<file path="config.mk">
export PLATFORM = sky130hd
export DESIGN_NAME = tpa_pool
export DESIGN_NICKNAME = d
export VERILOG_FILES = /design/src/rtl/tpa_pkg.sv /design/src/rtl/tpa_pool.sv
export SDC_FILE = /design/constraint.sdc
export NUM_CORES = 2
export LEC_CHECK = 0
export BUFFER_PORTS_ARGS = -buffer_cell sky130_fd_sc_hd__buf_4
export CAP_MARGIN = 20
export CORE_ASPECT_RATIO = 1.25
export CORE_MARGIN = 1.5
export CORE_UTILIZATION = 55
export CTS_BUF_LIST = sky130_fd_sc_hd__clkbuf_16
export DETAILED_ROUTE_END_ITERATION = 10
export GPL_TIMING_DRIVEN = 1
export MAX_ROUTING_LAYER = met4
export PLACE_DENSITY_LB_ADDON = 0.05
export SLEW_MARGIN = 5
export SYNTH_ARGS = -nofsm -noshare
export SYNTH_HDL_FRONTEND = slang
export SYNTH_SLANG_ARGS = --single-unit
</file>
<file path="constraint.sdc">
create_clock -name clk -period 6.25 [get_ports clk]
set_input_delay 0.9375 -clock clk [delete_from_list [all_inputs] [get_ports clk]]
set_output_delay 0.9375 -clock clk [all_outputs]
set_load 0.03 [all_outputs]
</file>
<file path="src/rtl/tpa_pkg.sv">
package tpa_pkg;

	localparam int PAGE_W = 10;
	localparam int KCNT_W = 9;
	localparam int UCNT_W = 10;

	localparam logic [1:0] FUNC_ALLOC = 2'd0;
	localparam logic [1:0] FUNC_FREE  = 2'd1;
	localparam logic [1:0] FUNC_COUNT = 2'd2;

	localparam logic [1:0] ST_OK   = 2'd0;
	localparam logic [1:0] ST_OOM  = 2'd1;
	localparam logic [1:0] ST_FULL = 2'd2;

	typedef struct packed {
		logic [1:0]        func;
		logic              kern_sel;
		logic [PAGE_W-1:0] page_index;
	} req_t;

	typedef struct packed {
		logic [1:0]        status;
		logic [PAGE_W-1:0] alloc_index;
		logic [KCNT_W-1:0] kern_free_count;
		logic [UCNT_W-1:0] user_free_count;
	} rsp_t;

	typedef struct packed {
		logic rd;
		logic pop;
		logic push;
	} pool_cmd_t;

	typedef struct packed {
		logic empty;
		logic full;
	} pool_stat_t;

endpackage

</file>
<file path="src/rtl/tpa_pool.sv">
module tpa_pool #(
	parameter int DEPTH = 256,
	parameter int BASE = 0,
	localparam int MEM_DEPTH = (DEPTH < 2) ? 2 : DEPTH,
	localparam int AW = $clog2(MEM_DEPTH),
	localparam int CW = $clog2(DEPTH + 2)
) (
	input  logic                       clk,
	input  logic                       arst_n,
	input  tpa_pkg::pool_cmd_t         cmd,
	input  logic [tpa_pkg::PAGE_W-1:0] push_page,
	output tpa_pkg::pool_stat_t        stat,
	output logic [CW-1:0]              count,
	output logic [tpa_pkg::PAGE_W-1:0] pop_page
);
	import tpa_pkg::*;

	logic [PAGE_W-1:0] mem [MEM_DEPTH];
	logic [CW-1:0]     count_q;
	// Lowest count seen since reset. Entries below it were never pushed and
	// still hold their power-up page, so no clearing pass is needed.
	logic [CW-1:0]     low_q;
	logic [CW-1:0]     cnt_dec;
	logic [AW-1:0]     rd_addr;
	logic [AW-1:0]     wr_addr;
	logic [AW-1:0]     addr_s1;
	logic              fresh_s1;
	logic [PAGE_W-1:0] rdata_s1;

	assign cnt_dec = count_q - CW'(1);
	assign rd_addr = cnt_dec[AW-1:0];
	assign wr_addr = count_q[AW-1:0];

	assign stat.empty = (count_q == '0);
	assign stat.full  = (count_q >= CW'(DEPTH));
	assign count      = count_q;

	always_ff @(posedge clk) begin
		if (cmd.push) begin
			mem[wr_addr] <= push_page;
		end
		if (cmd.rd) begin
			rdata_s1 <= mem[rd_addr];
			addr_s1  <= rd_addr;
			fresh_s1 <= (count_q == low_q);
		end
	end

	assign pop_page = fresh_s1 ? PAGE_W'(BASE + int'(addr_s1)) : rdata_s1;

	always_ff @(posedge clk or negedge arst_n) begin
		if (!arst_n) begin
			count_q <= CW'(DEPTH);
			low_q   <= CW'(DEPTH);
		end else if (cmd.pop) begin
			count_q <= cnt_dec;
			if (count_q == low_q) begin
				low_q <= cnt_dec;
			end
		end else if (cmd.push) begin
			count_q <= count_q + CW'(1);
		end
	end

`ifndef ASSERT_OFF
	a_low_mark: assert property (@(posedge clk) disable iff (!arst_n)
		low_q <= count_q)
		else $error("low-water mark above stack count");

	a_pop_nonempty: assert property (@(posedge clk) disable iff (!arst_n)
		cmd.pop |-> (count_q != '0) && $past(cmd.rd))
		else $error("pop without a prior read or on an empty stack");

	a_push_room: assert property (@(posedge clk) disable iff (!arst_n)
		cmd.push |-> (count_q < CW'(DEPTH)) && !cmd.pop)
		else $error("push into a full stack or together with pop");
`endif

endmodule

</file>
After elaboration in Yosys (flattened, before gate mapping)

Memories as Yosys holds them, arrays and structs flattened. A register that Yosys moved wholly into a read port is not among the register bits.
Index checks and enable logic that the tools add are counted.
Widths: inputs -> output; s select.

Register bits after elaboration: 27
Latch bits: 0
RAM bits: 2560
Memory bits (read-only): 0
Output and inout bits: 21
Word-level logic and storage cells: 17
Memories kept: 1

$add $sub $neg: 2
$mul: 0
Div/mod/pow operators: 0
Order comparisons: 1
Eq/ne operators: 1
Shifts and indexed selects: 0
Muxes and demuxes: 5
Bitwise logic cells: 0
Reductions and logical operators: 3

Memories:

| name | depth | width | read ports | clocked after memory_dff | wr ports | line           | text |
|---|---|---|---|---|---|---|---|
| mem  | 256   | 10    | 1          | 1                        | 1        | tpa_pool.sv:18 | `logic [PAGE_W-1:0] mem [MEM_DEPTH];` |

Operators by type and width:

| kind                | count |
|---|---|
| $mux 9              | 2 |
| $mux 10             | 1 |
| $add 9x1->9 const B | 1 |
| $eq 9x9->1          | 1 |
| $ge 9x9->1 const B  | 1 |
| $logic_not 9->1     | 1 |
| $sub 9x1->9 const B | 1 |
| $mux 1              | 2 |
| $reduce_and 2->1    | 1 |
| $reduce_bool 2->1   | 1 |

Logic depth before layout (Yosys ltp)

Word-level depth: 3
Gate-level depth with buffers: 16
Gate-level depth less buffers: 9

Worst setup path before layout

No wires, ideal clock.

Kind: flip-flop to flip-flop
Start: reg count_q[0], in the netlist count[0]
End: reg rdata_s1[3] (read register of mem), data pin
Library setup time: 0.272 ns
Data arrival time: 4.335 ns
Slack: 1.643 ns
Stages on the path, launching flop included: 16
Clock period less this slack: 4.607 ns
Cells stage by stage: dfrtp_1 -> buf_2 -> clkbuf_1 -> buf_2 -> buf_2 -> inv_1 -> ha_1 -> clkbuf_1 -> clkbuf_1 -> clkbuf_1 -> buf_1 -> mux4_2 -> mux2_2 -> o211ai_1 -> a41oi_1 -> or4_1

Longest elaborated chain between the ends: 1

RTL lines:

| element                  | line           | text |
|---|---|---|
| start: declaration       | tpa_pool.sv:19 | `logic [CW-1:0] count_q;` |
| start signal: assignment | tpa_pool.sv:53 | `count_q <= CW'(DEPTH);` |
| start signal: assignment | tpa_pool.sv:56 | `count_q <= cnt_dec;` |
| start signal: assignment | tpa_pool.sv:61 | `count_q <= count_q + CW'(1);` |
| $sub 9x1->9              | tpa_pool.sv:30 | `assign cnt_dec = count_q - CW'(1);` |
| net cnt_dec[0]           | tpa_pool.sv:23 | `logic [CW-1:0] cnt_dec;` |
| end: declaration         | tpa_pool.sv:28 | `logic [PAGE_W-1:0] rdata_s1;` |

The timed path passes the listed nets, and every way through them passes these cells.
A chain may end at the register's enable or synchronous reset.

Worst setup path after layout

Start: reg count_q[0], in the netlist count[0]
End: reg rdata_s1[5] (read register of mem), data pin

Longest elaborated chain between the ends: 1

RTL lines:

| element     | line |
|---|---|
| $sub 9x1->9 | tpa_pool.sv:30 |

No other way between the ends.

==> results.json <==
{
  "slowest_delay_ns": 0.74,
  "slew_viol_final": 85,
  "netlist.area_leader.share_pct": 76.2,
  "setup_ws_ns": 0.916,
  "area_delta_synth_final_pct": 11.5,
  "ys_seq_area_share_pct": 76.7,
  "crit_type": "register to register",
  "grt_max_degree": 222,
  "finalSetupViolCount": 0,
  "tritoncts": "built",
  "placed_cells_incl_taps": 7105,
  "hp-start": "cmd[1]",
  "slowest_stage": "dfrtp_4",
  "numPortBuffers": 35,
  "r2r_start": "count[0]",
  "ys_top_cells_by_count": "edfxtp_1, mux4_2, o211ai_1",
  "grt_use_total_pct": 28.3,
  "min_period_over_period_pct": 85.3,
  "final_area_um2": 113000,
  "initial_core_util_pct": 55.3,
  "fmax_mhz": 187,
  "clock_latency_ns": 0.89,
  "cts-resized-gates": 0,
  "postRouteAntennaNets": 0,
  "fin_cells": 7581,
  "ioPinCount": 36,
  "cp.arrival_ns": 5.92,
  "cts_buffers": 240,
  "clk_path_buf_depth": 3,
  "status": "finished, violations left",
  "htreeDepth": 4,
  "viasPerCell": 6.46,
  "cts-root-buf": "clkbuf_16",
  "netlist_top_cells_area": "edfxtp_1, mux4_2, o211ai_1, mux2_2, nand3_1",
  "hp-class": "input port to register",
  "p_leak_nw": 35.4,
  "cp_top_family": "simple AND/OR/NAND/NOR gates",
  "worst_hold_slack_ns": 0.411,
  "critPathRequiredTime_ns": 6.83,
  "cp-start-kind": "register",
  "power_mw": 54.4,
  "power_density_nw_per_um2": 480,
  "grt_pass1_vias": 50000,
  "nFillCells": 12800,
  "peakVddDrop_mv": 0.518,
  "layout-drive-gt1-share_pct": 26.4,
  "endpoint_kind": "register",
  "syn_area_per_cell_um2": 21.1,
  "holdBufCountCts": 1,
  "synth_largest_area_cell": "edfxtp_1",
  "violations": "design-rule violations, max-slew violations",
  "dr.pass1.iters": 9,
  "die_y_um": 484,
  "dieArea_um2": 187000,
  "synth_cells": 4824,
  "postPlaceCellArea_um2": 105000,
  "grt_pass1_wl_mm": 367,
  "place_ws_ns": 1.04,
  "fin_nets": 4982,
  "tns_ns": 0,
  "syn_area_um2": 102000,
  "slew_headroom_pct": -6.97,
  "ys_types": 40,
  "path_cells": "or4_4 > and2_4 > inv_8 > buf_12 > mux2_2 > o211ai_1 > a41oi_1 > or4_1",
  "synthFlopType": "edfxtp_1",
  "path_buf_inv": 2,
  "vias": 49000,
  "hold_violations": 0,
  "clock-sinks": 2597,
  "ys_ff_latch": 2597,
  "gr-total-overflow": 0,
  "setup.worst_path.start": "count[0]",
  "die_w_um": 387,
  "wl_per_cell_um": 33.6,
  "num_rows": 176,
  "cts_setup_buffers": 0,
  "syn_nets": 4843,
  "drv_cap": 0,
  "async_flop_share_pct": 0.693,
  "finalCriticalPeriod_ns": 5.33,
  "synth_warnings": 0,
  "synth_enable_flop_cells": 2579,
  "core-area_um2": 184000,
  "worstMarginPinSlew_ns": 1.60,
  "rsz0062_at_grt": "false",
  "yosysMostFrequentCell": "edfxtp_1",
  "skew_ns": 0.0461,
  "path_max_fanout": 86,
  "final_core_util_pct": 61.6,
  "clkTransAtPathRegs_ns": 0.07,
  "wirelength_mm": 255,
  "drtIter0Drc": 4855,
  "drc": 2,
  "dpl.hpwl_mm": 146,
  "gp_congestion": 0.827,
  "antenna_found_initial": 12
}
## flip-flops by register name, summed over array words and instances, names as in the netlist
signal	cells
addr_s1	8
rdata_s1	10
count	9
fresh_s1	1
low_q	9
mem	2560
## final timing paths
path,cells past startpoint,endpoint,slack [ns]
max,8,rdata_s1[5],0.92
min,3,count[1],0.41
max reg2reg,8,rdata_s1[5],0.92
min reg2reg,2,low_q[8],0.49
max in group asynchronous,2,low_q[8],5.38
min in group asynchronous,2,count[1],0.60
## cell families after synthesis
logic type	share of synthesized area [%]
AOI/OAI and AO/OA	2.82
xor gates and xnor gates	0.190
adders and majority gates	0.0493
buffers and inverters	1.88
DFF	76.7
muxes	16.1
and+or+nand+nor	2.31
## cell usage in the layout (no fill, tap or decap), types with 3 or more instances in the layout
master,Yosys,routed
o211ai_1,320,320
a41oi_1,40,40
xor2_1,8,7
dfrtp_1,16,15
nor2_1,249,249
mux2_2,136,136
ha_1,4,3
buf_4,3,170
nor2b_1,8,8
nand3_2,0,15
nand2_1,32,32
xnor2_1,14,12
buf_6,0,7
nand3_1,188,173
mux2_1,36,36
nor4_1,3,3
buf_12,0,27
edfxtp_1,2579,2579
clkinv_1,0,66
o21ai_0,9,9
diode_2,0,6
and3_1,16,16
clkbuf_16,0,244
or4_1,11,10
mux4_2,640,640
bufinv_16,0,20
nor3_2,0,3
clkinvlp_4,0,14
buf_8,0,10
inv_6,0,8
clkinv_2,0,54
nand4_1,3,3
nor3_1,6,3
inv_1,166,208
## power breakdown
group / total [mW] / internal [mW] / switching, mW
combinational: 20.3 / 8.13 / 12.2
sequential: 19.8 / 19.5 / 0.271
clock: 14.2 / 7.88 / 6.37
total: 54.4 / 35.5 / 18.8
## layer usage
| layer | share of wire (%) | GRT usage (%) |
|---|---|---|
| met4 | 2.6 | 7.62 |
| met2 | 49 | 44.2 |
| met3 | 7.0 | 4.21 |
| met5 | 0 | - |
| met1 | 41 | 39.8 |
## area by class of cell
type | instances | area [µm²] | area share [%]
Multi-Input combinational cell | 1740 | 22000 | 19.4
Inverter | 167 | 634 | 0.560
Clock inverter | 207 | 1520 | 1.34
Timing Repair Buffer | 217 | 2110 | 1.86
Clock buffer | 244 | 6110 | 5.39
Antenna cell | 6 | 15.0 | 0.0133
Tap cell | 2403 | 3010 | 2.65
Sequential cell | 2597 | 77900 | 68.8
## tightest hold or removal path, delay by kind of cell
family                 cells  cell delay (ns)
buffers and inverters      2             0.22
AOI/OAI and AO/OA          1             0.06
(Power assumes the default switching activity.)
